$ cat config.mk
export PLATFORM = sky130hd
export DESIGN_NAME = sha256_hash_to_matrix_expander_unit
export DESIGN_NICKNAME = d
export VERILOG_FILES = /design/src/design/shmx_pkg.sv /design/src/design/sha256_hash_to_matrix_expander_unit.sv /design/src/design/shmx_front.sv /design/src/design/shmx_reduce.sv /design/src/design/shmx_back.sv
export SDC_FILE = /design/constraint.sdc
export NUM_CORES = 2
export LEC_CHECK = 0
export BUFFER_PORTS_ARGS = -buffer_cell sky130_fd_sc_hd__buf_2
export CORE_MARGIN = 2
export CORE_UTILIZATION = 55
export CTS_BUF_LIST = sky130_fd_sc_hd__clkbuf_8
export CTS_CLUSTER_SIZE = 25
export DETAILED_ROUTE_END_ITERATION = 16
export MAX_ROUTING_LAYER = met4
export PLACE_DENSITY = 0.71
export SLEW_MARGIN = 20
export SYNTH_ARGS = -nofsm -noshare
export SYNTH_HDL_FRONTEND = slang
export SYNTH_SLANG_ARGS = --single-unit
$ cat constraint.sdc
create_clock -name clk -period 65.5 [get_ports clk]
set_input_delay 19.65 -clock clk [delete_from_list [all_inputs] [get_ports clk]]
set_output_delay 19.65 -clock clk [all_outputs]
set_load 0.05 [all_outputs]
$ cat src/design/shmx_pkg.sv
// ---------------------------------------------------------------------------
// shmx_pkg: shared types and constants
// SHA-256 constants, message tag and the descriptor passed front to back.
// ---------------------------------------------------------------------------
package shmx_pkg;

	localparam logic [15:0] MOD_RESET = 16'd12289;

	// The 26-byte tag is fixed and starts the message: words 0..5
	// hold tag bytes 0..23, word 6 holds tag bytes 24,25 then nonce bytes 0,1.
	localparam logic [31:0] TAG_W0 = 32'h4e544c2d;
	localparam logic [31:0] TAG_W1 = 32'h6c617474;
	localparam logic [31:0] TAG_W2 = 32'h6963652d;
	localparam logic [31:0] TAG_W3 = 32'h68617368;
	localparam logic [31:0] TAG_W4 = 32'h2d746f2d;
	localparam logic [31:0] TAG_W5 = 32'h6d617472;
	localparam logic [15:0] TAG_TAIL = 16'h6978;
	localparam logic [31:0] LEN_BITS = 32'h00000150;

	typedef struct packed {
		logic [63:0] nonce;
		logic [63:0] block_counter;
		logic [4:0]  count;
	} desc_t;

	typedef enum logic [1:0] {
		ST_IDLE,
		ST_ROUND,
		ST_EMIT
	} bk_state_t;

	typedef enum logic [1:0] {
		RD_IDLE,
		RD_RUN
	} rd_state_t;

	function automatic logic [31:0] ror(input logic [31:0] x, input int s);
		ror = (x >> s) | (x << (32 - s));
	endfunction

	function automatic logic [31:0] round_k(input logic [5:0] i);
		logic [31:0] k [64];
		k = '{
			32'h428a2f98,32'h71374491,32'hb5c0fbcf,32'he9b5dba5,
			32'h3956c25b,32'h59f111f1,32'h923f82a4,32'hab1c5ed5,
			32'hd807aa98,32'h12835b01,32'h243185be,32'h550c7dc3,
			32'h72be5d74,32'h80deb1fe,32'h9bdc06a7,32'hc19bf174,
			32'he49b69c1,32'hefbe4786,32'h0fc19dc6,32'h240ca1cc,
			32'h2de92c6f,32'h4a7484aa,32'h5cb0a9dc,32'h76f988da,
			32'h983e5152,32'ha831c66d,32'hb00327c8,32'hbf597fc7,
			32'hc6e00bf3,32'hd5a79147,32'h06ca6351,32'h14292967,
			32'h27b70a85,32'h2e1b2138,32'h4d2c6dfc,32'h53380d13,
			32'h650a7354,32'h766a0abb,32'h81c2c92e,32'h92722c85,
			32'ha2bfe8a1,32'ha81a664b,32'hc24b8b70,32'hc76c51a3,
			32'hd192e819,32'hd6990624,32'hf40e3585,32'h106aa070,
			32'h19a4c116,32'h1e376c08,32'h2748774c,32'h34b0bcb5,
			32'h391c0cb3,32'h4ed8aa4a,32'h5b9cca4f,32'h682e6ff3,
			32'h748f82ee,32'h78a5636f,32'h84c87814,32'h8cc70208,
			32'h90befffa,32'ha4506ceb,32'hbef9a3f7,32'hc67178f2
		};
		round_k = k[i];
	endfunction

	function automatic logic [31:0] init_h(input logic [2:0] i);
		case (i)
			3'd0: init_h = 32'h6a09e667;
			3'd1: init_h = 32'hbb67ae85;
			3'd2: init_h = 32'h3c6ef372;
			3'd3: init_h = 32'ha54ff53a;
			3'd4: init_h = 32'h510e527f;
			3'd5: init_h = 32'h9b05688c;
			3'd6: init_h = 32'h1f83d9ab;
			default: init_h = 32'h5be0cd19;
		endcase
	endfunction

endpackage

$ cat src/design/sha256_hash_to_matrix_expander_unit.sv
// ---------------------------------------------------------------------------
// sha256_hash_to_matrix_expander_unit: SHA-256 counter-mode element expander
// Hashes tag|nonce|counter and emits up to 16 digest halfwords modulo q.
// ---------------------------------------------------------------------------
// Flow: queue handoff, 64 compression rounds, then for each element the reducer
// start, 16-step serial reduction and done register before the output register.
// The next element starts only after the previous one leaves the output
// register, so elements do not overlap. The round loop and the bit-serial
// reducer set the pace. A two-entry queue decouples input.
// Reset: arst_n clears control state and loads modulus with 12289.
module sha256_hash_to_matrix_expander_unit import shmx_pkg::*; (
	input  logic         clk,
	input  logic         arst_n,
	input  logic         cfg_we,
	input  logic [15:0]  cfg_wdata,
	input  logic         s_axis_tvalid,
	output logic         s_axis_tready,
	// [63:0] nonce, [127:64] block_counter, [132:128] elements_wanted, pad
	input  logic [135:0] s_axis_tdata,
	output logic         m_axis_tvalid,
	input  logic         m_axis_tready,
	// [15:0] element
	output logic [15:0]  m_axis_tdata,
	output logic         m_axis_tlast
);

	logic [15:0] mod_q;
	logic        q_valid;
	logic        q_take;
	desc_t       q_head;

	always_ff @(posedge clk or negedge arst_n) begin
		if (!arst_n) mod_q <= MOD_RESET;
		else if (cfg_we) mod_q <= cfg_wdata;
	end

	shmx_front u_front (
		.clk(clk), .arst_n(arst_n), .in_valid(s_axis_tvalid), .in_ready(s_axis_tready),
		.in_nonce(s_axis_tdata[63:0]), .in_counter(s_axis_tdata[127:64]),
		.in_wanted(s_axis_tdata[132:128]),
		.q_valid(q_valid), .q_take(q_take), .q_head(q_head)
	);

	shmx_back u_back (
		.clk(clk), .arst_n(arst_n), .modulus(mod_q), .q_valid(q_valid),
		.q_take(q_take), .q_head(q_head), .out_valid(m_axis_tvalid),
		.out_ready(m_axis_tready), .out_element(m_axis_tdata), .out_last(m_axis_tlast)
	);

	a_take_valid: assert property (@(posedge clk) disable iff (!arst_n)
		q_take |-> q_valid) else $error("queue popped while empty");
	a_elem_range: assert property (@(posedge clk) disable iff (!arst_n)
		m_axis_tvalid && mod_q != 16'd0 |-> m_axis_tdata < mod_q || $past(cfg_we))
		else $error("element not reduced");
	a_head_count: assert property (@(posedge clk) disable iff (!arst_n)
		q_valid |-> q_head.count != 5'd0 && q_head.count <= 5'd16)
		else $error("bad queued count");

endmodule

$ cat src/design/shmx_front.sv
// ---------------------------------------------------------------------------
// shmx_front: input stage
// Accepts items, saturates the count, drops zero-count items, and keeps a
// two-entry queue of descriptors for the back end.
// ---------------------------------------------------------------------------
module shmx_front import shmx_pkg::*; (
	input  logic        clk,
	input  logic        arst_n,
	input  logic        in_valid,
	output logic        in_ready,
	input  logic [63:0] in_nonce,
	input  logic [63:0] in_counter,
	input  logic [4:0]  in_wanted,
	output logic        q_valid,
	input  logic        q_take,
	output desc_t       q_head
);

	desc_t       ent_q [2];
	logic        rd_q;
	logic        wr_q;
	logic [1:0]  cnt_q;
	logic        push;
	logic        pop;
	logic [4:0]  sat;

	assign in_ready = (cnt_q != 2'd2);
	assign q_valid  = (cnt_q != 2'd0);
	assign q_head   = ent_q[rd_q];
	assign sat      = (in_wanted > 5'd16) ? 5'd16 : in_wanted;
	// zero-count items produce nothing: drop them here
	assign push     = in_valid && in_ready && (in_wanted != 5'd0);
	assign pop      = q_take && q_valid;

	always_ff @(posedge clk) begin
		if (push) begin
			ent_q[wr_q] <= '{nonce: in_nonce, block_counter: in_counter, count: sat};
		end
	end

	always_ff @(posedge clk or negedge arst_n) begin
		if (!arst_n) begin
			rd_q  <= 1'b0;
			wr_q  <= 1'b0;
			cnt_q <= 2'd0;
		end else begin
			if (push) wr_q <= ~wr_q;
			if (pop) rd_q <= ~rd_q;
			cnt_q <= cnt_q + {1'b0, push} - {1'b0, pop};
		end
	end

endmodule

$ cat src/design/shmx_reduce.sv
// ---------------------------------------------------------------------------
// shmx_reduce: iterative modular reduction
// Restoring reduction of a 16-bit word by q, one quotient bit per cycle.
// ---------------------------------------------------------------------------
module shmx_reduce import shmx_pkg::*; (
	input  logic        clk,
	input  logic        arst_n,
	input  logic        start,
	input  logic [15:0] word,
	input  logic [15:0] modulus,
	output logic        done,
	output logic [15:0] result
);

	rd_state_t   state_q, state_d;
	logic [16:0] rem_q;
	logic [15:0] word_q;
	logic [15:0] mod_q;
	logic [3:0]  bit_q;
	logic [16:0] shifted;
	logic [16:0] trial;
	logic        done_q;

	assign shifted = {rem_q[15:0], word_q[bit_q]};
	assign trial   = shifted - {1'b0, mod_q};
	assign result  = rem_q[15:0];

	always_comb begin
		state_d = state_q;
		case (state_q)
			RD_IDLE: if (start) state_d = RD_RUN;
			RD_RUN: begin
				if (bit_q == 4'd0) begin
					state_d = RD_IDLE;
				end
			end
			default: state_d = RD_IDLE;
		endcase
	end

	always_ff @(posedge clk or negedge arst_n) begin
		if (!arst_n) begin
			state_q <= RD_IDLE;
		end else begin
			state_q <= state_d;
		end
	end

	always_ff @(posedge clk or negedge arst_n) begin
		if (!arst_n) begin
			done_q <= 1'b0;
		end else begin
			done_q <= (state_q == RD_RUN) && (bit_q == 4'd0);
		end
	end

	always_ff @(posedge clk) begin
		if (state_q == RD_IDLE && start) begin
			word_q <= word;
			mod_q  <= modulus;
			rem_q  <= '0;
			bit_q  <= 4'd15;
		end else if (state_q == RD_RUN) begin
			// zero modulus leaves the raw word
			if (mod_q != 16'd0 && !trial[16]) rem_q <= trial;
			else rem_q <= shifted;
			bit_q <= bit_q - 4'd1;
		end
	end

	assign done = done_q;

endmodule

$ cat src/design/shmx_back.sv
// ---------------------------------------------------------------------------
// shmx_back: compression and emit engine
// Runs SHA-256 one round per cycle with a 16-word schedule window, then
// reduces and emits the requested digest halfwords through an output register.
// ---------------------------------------------------------------------------
module shmx_back import shmx_pkg::*; (
	input  logic        clk,
	input  logic        arst_n,
	input  logic [15:0] modulus,
	input  logic        q_valid,
	output logic        q_take,
	input  desc_t       q_head,
	output logic        out_valid,
	input  logic        out_ready,
	output logic [15:0] out_element,
	output logic        out_last
);

	bk_state_t   state_q, state_d;
	logic [31:0] w_q [16];
	logic [31:0] s_q [8];
	logic [31:0] h_q [8];
	logic [5:0]  rnd_q;
	logic [4:0]  cnt_q;
	logic [3:0]  idx_q;
	logic        busy_q;
	logic        ov_q;
	logic        start;
	logic        rdone;
	logic [15:0] rres;
	logic [15:0] word;
	logic [31:0] t1, t2, x0, x1, wnext, hsel;

	assign x0 = ror(w_q[1], 7) ^ ror(w_q[1], 18) ^ (w_q[1] >> 3);
	assign x1 = ror(w_q[14], 17) ^ ror(w_q[14], 19) ^ (w_q[14] >> 10);
	assign wnext = w_q[0] + x0 + w_q[9] + x1;
	assign t1 = s_q[7] + (ror(s_q[4], 6) ^ ror(s_q[4], 11) ^ ror(s_q[4], 25))
		+ ((s_q[4] & s_q[5]) ^ (~s_q[4] & s_q[6])) + round_k(rnd_q) + w_q[0];
	assign t2 = (ror(s_q[0], 2) ^ ror(s_q[0], 13) ^ ror(s_q[0], 22))
		+ ((s_q[0] & s_q[1]) ^ (s_q[0] & s_q[2]) ^ (s_q[1] & s_q[2]));

	assign hsel = h_q[idx_q[3:1]];
	assign word = idx_q[0] ? hsel[15:0] : hsel[31:16];
	assign start = (state_q == ST_EMIT) && !busy_q && !ov_q;
	assign out_valid = ov_q;

	shmx_reduce u_red (
		.clk(clk), .arst_n(arst_n), .start(start), .word(word),
		.modulus(modulus), .done(rdone), .result(rres)
	);

	always_comb begin
		state_d = state_q;
		q_take  = 1'b0;
		case (state_q)
			ST_IDLE: if (q_valid) begin
				q_take  = 1'b1;
				state_d = ST_ROUND;
			end
			ST_ROUND: if (rnd_q == 6'd63) state_d = ST_EMIT;
			ST_EMIT: if (rdone && (idx_q == cnt_q[3:0] - 4'd1 || cnt_q == 5'd16
				&& idx_q == 4'd15)) state_d = ST_IDLE;
			default: state_d = ST_IDLE;
		endcase
	end

	always_ff @(posedge clk or negedge arst_n) begin
		if (!arst_n) begin
			state_q <= ST_IDLE;
			busy_q  <= 1'b0;
			ov_q    <= 1'b0;
		end else begin
			state_q <= state_d;
			if (start) busy_q <= 1'b1;
			else if (rdone) busy_q <= 1'b0;
			if (rdone) ov_q <= 1'b1;
			else if (out_ready) ov_q <= 1'b0;
		end
	end

	always_ff @(posedge clk) begin
		if (rdone) begin
			out_element <= rres;
			out_last    <= ({1'b0, idx_q} + 5'd1 == cnt_q);
			idx_q       <= idx_q + 4'd1;
		end
		case (state_q)
			ST_IDLE: begin
				w_q[0]  <= TAG_W0;
				w_q[1]  <= TAG_W1;
				w_q[2]  <= TAG_W2;
				w_q[3]  <= TAG_W3;
				w_q[4]  <= TAG_W4;
				w_q[5]  <= TAG_W5;
				w_q[6]  <= {TAG_TAIL, q_head.nonce[63:48]};
				w_q[7]  <= q_head.nonce[47:16];
				w_q[8]  <= {q_head.nonce[15:0], q_head.block_counter[63:48]};
				w_q[9]  <= q_head.block_counter[47:16];
				w_q[10] <= {q_head.block_counter[15:0], 16'h8000};
				w_q[11] <= '0;
				w_q[12] <= '0;
				w_q[13] <= '0;
				w_q[14] <= '0;
				w_q[15] <= LEN_BITS;
				for (int i = 0; i < 8; i++) s_q[i] <= init_h(3'(i));
				rnd_q <= '0;
				cnt_q <= q_head.count;
				idx_q <= '0;
			end
			ST_ROUND: begin
				for (int i = 0; i < 15; i++) w_q[i] <= w_q[i+1];
				w_q[15] <= wnext;
				s_q[7] <= s_q[6]; s_q[6] <= s_q[5]; s_q[5] <= s_q[4];
				s_q[4] <= s_q[3] + t1;
				s_q[3] <= s_q[2]; s_q[2] <= s_q[1]; s_q[1] <= s_q[0];
				s_q[0] <= t1 + t2;
				rnd_q <= rnd_q + 6'd1;
				if (rnd_q == 6'd63) begin
					h_q[0] <= init_h(3'd0) + t1 + t2;
					h_q[1] <= init_h(3'd1) + s_q[0];
					h_q[2] <= init_h(3'd2) + s_q[1];
					h_q[3] <= init_h(3'd3) + s_q[2];
					h_q[4] <= init_h(3'd4) + s_q[3] + t1;
					h_q[5] <= init_h(3'd5) + s_q[4];
					h_q[6] <= init_h(3'd6) + s_q[5];
					h_q[7] <= init_h(3'd7) + s_q[6];
				end
			end
			default: ;
		endcase
	end

endmodule
**Word level (Yosys, flattened, before mapping)**

Memories as Yosys holds them, arrays and structs flattened. A register that Yosys moved wholly into a read port is not among the register bits.
Cells that the tools add are included.

- Memories: 5
- Bits in registers: 111
- Memory bits (read-only): 2048
- Output and inout bits: 19
- Logic and storage cells: 211
- Input bits: 157
- Memory bits (writable): 1290

- Magnitude comparators: 3
- $add $sub $neg: 28
- Muxes and demuxes: 64
- Bitwise operators: 54
- Reduce and logical (&&, ||, !) cells: 25
- Equality and inequality tests: 14

Memories:

| memory | depth | width | read ports | clocked after Yosys merged registers in | wr ports | line | source |
|---|---|---|---|---|---|---|---|
| (name not given) | 64 | 32 | 1 | 0 | 0 | shmx_pkg.sv:61 | `round_k = k[i];` |
| u_back.w_q | 16 | 32 | 16 | 0 | 16 | shmx_back.sv:20 | `logic [31:0] w_q [16];` |
| u_front.ent_q | 2 | 133 | 1 | 0 | 1 | shmx_front.sv:19 | `desc_t ent_q [2];` |
| u_back.h_q | 8 | 32 | 1 | 1 | 8 | shmx_back.sv:22 | `logic [31:0] h_q [8];` |
| u_back.s_q | 8 | 32 | 8 | 0 | 8 | shmx_back.sv:21 | `logic [31:0] s_q [8];` |

Operator list:

| operator | number |
|---|---|
| 32-bit two-way mux | 34 |
| 32-bit adder | 12 |
| 32-bit bitwise XOR | 9 |
| 32-bit bitwise AND | 5 |
| 31-bit by 32-bit adder with 32-bit output (first input constant) | 3 |
| 32-bit adder (first input constant) | 3 |
| 29-bit by 32-bit adder with 32-bit output (first input constant) | 1 |
| 30-bit by 32-bit adder with 32-bit output (first input constant) | 1 |
| 16-bit two-way mux | 2 |
| 32-bit NOT | 1 |
| 10-bit by 32-bit bitwise OR with 32-bit output | 1 |
| 13-bit by 32-bit bitwise OR with 32-bit output | 1 |
| 14-bit by 32-bit bitwise OR with 32-bit output | 1 |
| 15-bit by 32-bit bitwise OR with 32-bit output | 1 |
| 19-bit by 32-bit bitwise OR with 32-bit output | 1 |
| 21-bit by 32-bit bitwise OR with 32-bit output | 1 |
| 25-bit by 32-bit bitwise OR with 32-bit output | 1 |
| 26-bit by 32-bit bitwise OR with 32-bit output | 1 |
| 30-bit by 32-bit bitwise OR with 32-bit output | 1 |
| 7-bit by 32-bit bitwise OR with 32-bit output | 1 |
| 32-bit by 22-bit bitwise XOR with 32-bit output | 1 |
| 32-bit by 29-bit bitwise XOR with 32-bit output | 1 |
| 1-bit bitwise OR | 24 |
| 17-bit by 16-bit subtractor with 17-bit output | 1 |
| 38 further kinds | 80 |

**Longest topological paths before layout**

An unclocked memory read counts as a cell.

- Depth in word-level cells: 10
- Mapped depth: 40
- Depth with buffers taken out: 39

**Hierarchy**

A second synthesis with hierarchy kept.

- Cell total of the unflattened synthesis: 6267
- Area total of the unflattened synthesis: 77137.7 µm²

By module, submodules not included:

| module | instances | sequential area each (µm²) | cells each | area each (µm²) |
|---|---|---|---|---|
| shmx_back | 1 | 31830.5 | 5530 | 63736.1 |
| shmx_front | 1 | 8087.8 | 438 | 9815.7 |
| shmx_reduce | 1 | 1411.4 | 265 | 2932.8 |
| sha256_hash_to_matrix_expander_unit | 1 | 404.1 | 34 | 653.1 |

**Worst setup path before layout**

Ideal clock, no wire load.

- Path type: flip-flop to flip-flop
- From: reg u_back.state_q[1]
- To: reg u_back.state_q[1]
- Data arrival time: 38.405 ns
- Cell stages (with the launch flop): 5
- Library setup time: 0.171 ns
- Required time: 65.329 ns
- Buffers on the path: 0
- Setup slack: 26.924 ns
- Period minus slack after synthesis: 38.576 ns
- Path through: dfrtp_1 > inv_1 > nand2_1 > nor3_1 > or2_2

- Word-level cells in the longest chain between the ends: 3
- Elaborated cells on any way between the ends: 8
- Classes of those cells: 5 x eq/ne; 1 x mux; 2 x reduce/logical

RTL lines:

| what | line | source |
|---|---|---|
| start: declaration | shmx_back.sv:19 | `bk_state_t state_q, state_d;` |
| start signal: assignment | shmx_back.sv:73 | `state_q <= state_d;` |
| 2-bit equality test (tied with other cells) | shmx_back.sv:55 | `case (state_q)` |
| 2-bit != test (no source line) or 2-bit by 1-bit != test with 1-bit output (tied branches) | - |  |
| 3-bit AND reduction (no source line) | - |  |

Several ways; a longest one is shown, not always the timed one.
A chain may end at the register's enable or synchronous reset.

**Worst setup path in the final report**

- From: in s_axis_tdata[132]
- To: mem u_front.ent_q[1][87] (netlist name), enable pin

- Word-level cells in the longest chain between the ends: 4

RTL lines:

| what | line | source |
|---|---|---|
| start: declaration | sha256_hash_to_matrix_expander_unit.sv:19 | `input logic [135:0] s_axis_tdata,` |
| 5-bit nonzero test | shmx_front.sv:32 | `assign push = in_valid && in_ready && (in_wanted != 5'd0);` |
| 1-bit logical AND | shmx_front.sv:32 |  |
| named net u_front.push | shmx_front.sv:23 | `logic push;` |
| 1-bit two-way mux | shmx_front.sv:36 | `if (push) begin` |
| 1-bit two-way mux (implied by the code) | shmx_front.sv:37 | `ent_q[wr_q] <= '{nonce: in_nonce, block_counter: in_counter, count: sat};` |
| end: declaration | shmx_front.sv:19 |  |

The timed path passes the listed nets, and every way through them passes these cells.

==> qor.txt <==
Clk buf depth: 3
Crit path arrival time: 22.07 ns
Worst Skew: 0.0550 ns
Top FF cell, synth: edfxtp_1
Hold EP: u_back.u_red.mod_q[7]$_DFFE_PP_
Fmax: 46.6 MHz
Final Hold Fails: 0
Htree depth: 4
Reg area: 41,700 um2
Port bufs: 172
Worst Hold Class: reg2reg
Top-count cell post-synth: edfxtp_1
FF+latch count, synth: 1,403
Post-synthesis cell count: 6,176
I/O Pins: 176
Fill cell count: 10,900
Worst R2R Setup Slack: 54.39 ns
# setup viols final: 0
Final ANT Viol Nets: 0
CTS buffer count: 226
R2R Path Start: u_back.rnd_q[1]$_SDFFCE_PN0P_
R2R Path End: u_back.h_q[0][29]$_DFFE_PP_
RSZ-0062 raised after global routing: no
Area grow syn2layout: 9.30%
Die area: 142,000 um2
CTS resizes: 0
Max_cap viols: 0
Final Wtd Congestion: 0.974
Multi-input gate area: 32,100 um2
Status: completed
Largest area contributor in the netlist: edfxtp_1
CP startpoint kind: input pin
Syn nets: 6,824
Clk_lat worst skew: 1.00 ns
Async SR Flop Fraction: 0.0185
Chip Height: 377 um
Drt first-iter violations: 4,273
Critical Path Fanout Max: 68
Fin util: 0.606
Share of layout cells above drive strength 1: 0.107
Largest net degree at the start of global routing: 222
DP HPWL: 146,000 um
Worst Hold Launch: mod_q[7]$_DFFE_PN0P_
Top post-synthesis cells by count: edfxtp_1, xnor2_1, inv_1, nand2_1, and2_1
First-pass GRT wire length: 297,000 um
Core ar.: 138,000 um2
Drt wl/cell: 24.0 um
Setup TNS: 0 ns
DR vias/cell: 5.72
Clock Sinks: 1,403
Reg2Reg Depth: 37
Reg clk slew, reported paths: 0.06 ns
Die X: 377 um
Clk root buf: clkbuf_8
DRC Markers: 0
Nets: 7,008
Syn Area/Cell: 12.4 um2
Setup Fix Bufs, Post-CTS: 0
Synth area leaders: edfxtp_1, xnor2_1, ha_1
Yosys top cell area share: 0.531
CTS tree: yes
Kind of end point of the critical path: flip-flop
Slew headroom: 0.263
Synth unique cells: 94
Num rows: 136
Syn Std Cell Area: 76,400 um2
Post-synthesis sequential area ratio: 0.546
Worst Path Required: 66.10 ns
Hold_buf cts: 0
Total number of vias: 47,600
Initial DRT Pass Iterations: 6
Antenna violations before repair: 7
WL final: 200,000 um
Critical path class: in2reg
EDFF count, synth: 1,350
Slew @ Worst Pin: 1.10 ns
Yosys warns: 0
Gr usage total: 0.292
Fin crit period: 21.47 ns
Hold Path Depth: 0
Total grt overflow: 0
Initial Utilization: 0.555
Tcrit/Tclk final: 0.328
Fin. max-slew vios: 0
Number of global-route vias before repair: 47,300
final cells by class:
type	count	share of cell area
Timing Repair Buffer	230	0.0161
Multi-Input combinational cell	4086	0.384
Antenna cell	8	0.000240
Clock buffer	237	0.0391
Inverter	413	0.0187
Sequential cell	1403	0.500
Tap cell	1794	0.0269
Clock inverter	166	0.0145
layer usage:
layer	up-vias	wire [um]	track usage
met5	-	0	-
met4	0	8540	0.119
met3	325	10500	0.0412
met2	1512	97600	0.473
met1	23500	83300	0.372
li1	22300	-	-
cells by family after synthesis:
family                     share of synthesized area
and+or+nand+nor                                0.110
DFF                                            0.546
AOI/OAI and AO/OA                             0.0807
buffers and inverters                         0.0339
xor gates and xnor gates                      0.0733
adders and majority gates                      0.103
muxes                                         0.0529
state kept, by name, indices dropped and copies added (netlist names), 256 cells and up, named ones only:
| name | cells |
|---|---|
| u_front.ent_q | 266 |
| u_back.w_q | 512 |
| u_back.h_q | 256 |
| u_back.s_q | 256 |
cell usage in the layout, fill, tap and decap left out, types with 40 or more instances in the layout:
cell type | synthesis | final
buf_4 | 0 | 54
inv_1 | 410 | 481
xnor2_1 | 467 | 467
fa_1 | 186 | 186
mux4_2 | 87 | 87
o21ai_0 | 315 | 314
clkinv_1 | 2 | 40
a21o_1 | 56 | 56
nor2_1 | 305 | 302
ha_1 | 305 | 305
edfxtp_1 | 1350 | 1350
buf_2 | 7 | 172
nor2b_1 | 57 | 56
mux2i_1 | 165 | 165
nand2b_1 | 244 | 244
o21a_1 | 43 | 43
a31oi_1 | 49 | 49
nand3_1 | 73 | 73
nor3_1 | 97 | 96
xor2_1 | 172 | 172
nand2_1 | 393 | 392
a21oi_1 | 259 | 259
clkbuf_8 | 0 | 237
and2_1 | 354 | 353
how the worst max path moves through the flow:
stage                                        from                              end  slack, ns  cells past startpoint
finish                          s_axis_tdata[132]   u_front.ent_q[1][87]$_DFFE_PP_      44.03                      7
detailed placement              s_axis_tdata[132]  u_front.ent_q[1][113]$_DFFE_PP_      43.07                      7
global route                    s_axis_tdata[132]  u_front.ent_q[1][123]$_DFFE_PP_      43.90                      7
CTS                  u_back.out_valid$_DFFE_PN0P_                    m_axis_tvalid      44.02                      1
floorplan           u_back.state_q[1]$_DFFE_PN0P_    u_back.state_q[1]$_DFFE_PN0P_      26.92                      4
global placement                s_axis_tdata[132]  u_front.ent_q[1][113]$_DFFE_PP_      43.08                      7
stage by stage:
| step | hold slack (ns) | cells | instance area (um2) | worst slack, ns |
|---|---|---|---|---|
| 2_1_floorplan | 0.421 | 6176 | 76400 | 26.92 |
| 3_3_place_gp | 0.429 | 7926 | 79000 | 43.08 |
| 3_5_place_dp | 0.435 | 7926 | 79000 | 43.07 |
| 4_1_cts | 0.451 | 8329 | 83500 | 44.02 |
| 5_1_grt | 0.459 | 8335 | 83500 | 43.90 |
| 6_report | 0.450 | 8337 | 83500 | 44.03 |
critical path, stage by stage:
cell      delay [ns]
buf_2           0.14
or4_1           0.12
o211ai_1        0.17
inv_1           0.13
and2_4          0.19
buf_4           0.68
buf_4           0.79
Power is left out: the tool's default activity adds up to more than one toggle a clock period on the data nets, which glitch-free logic cannot reach.
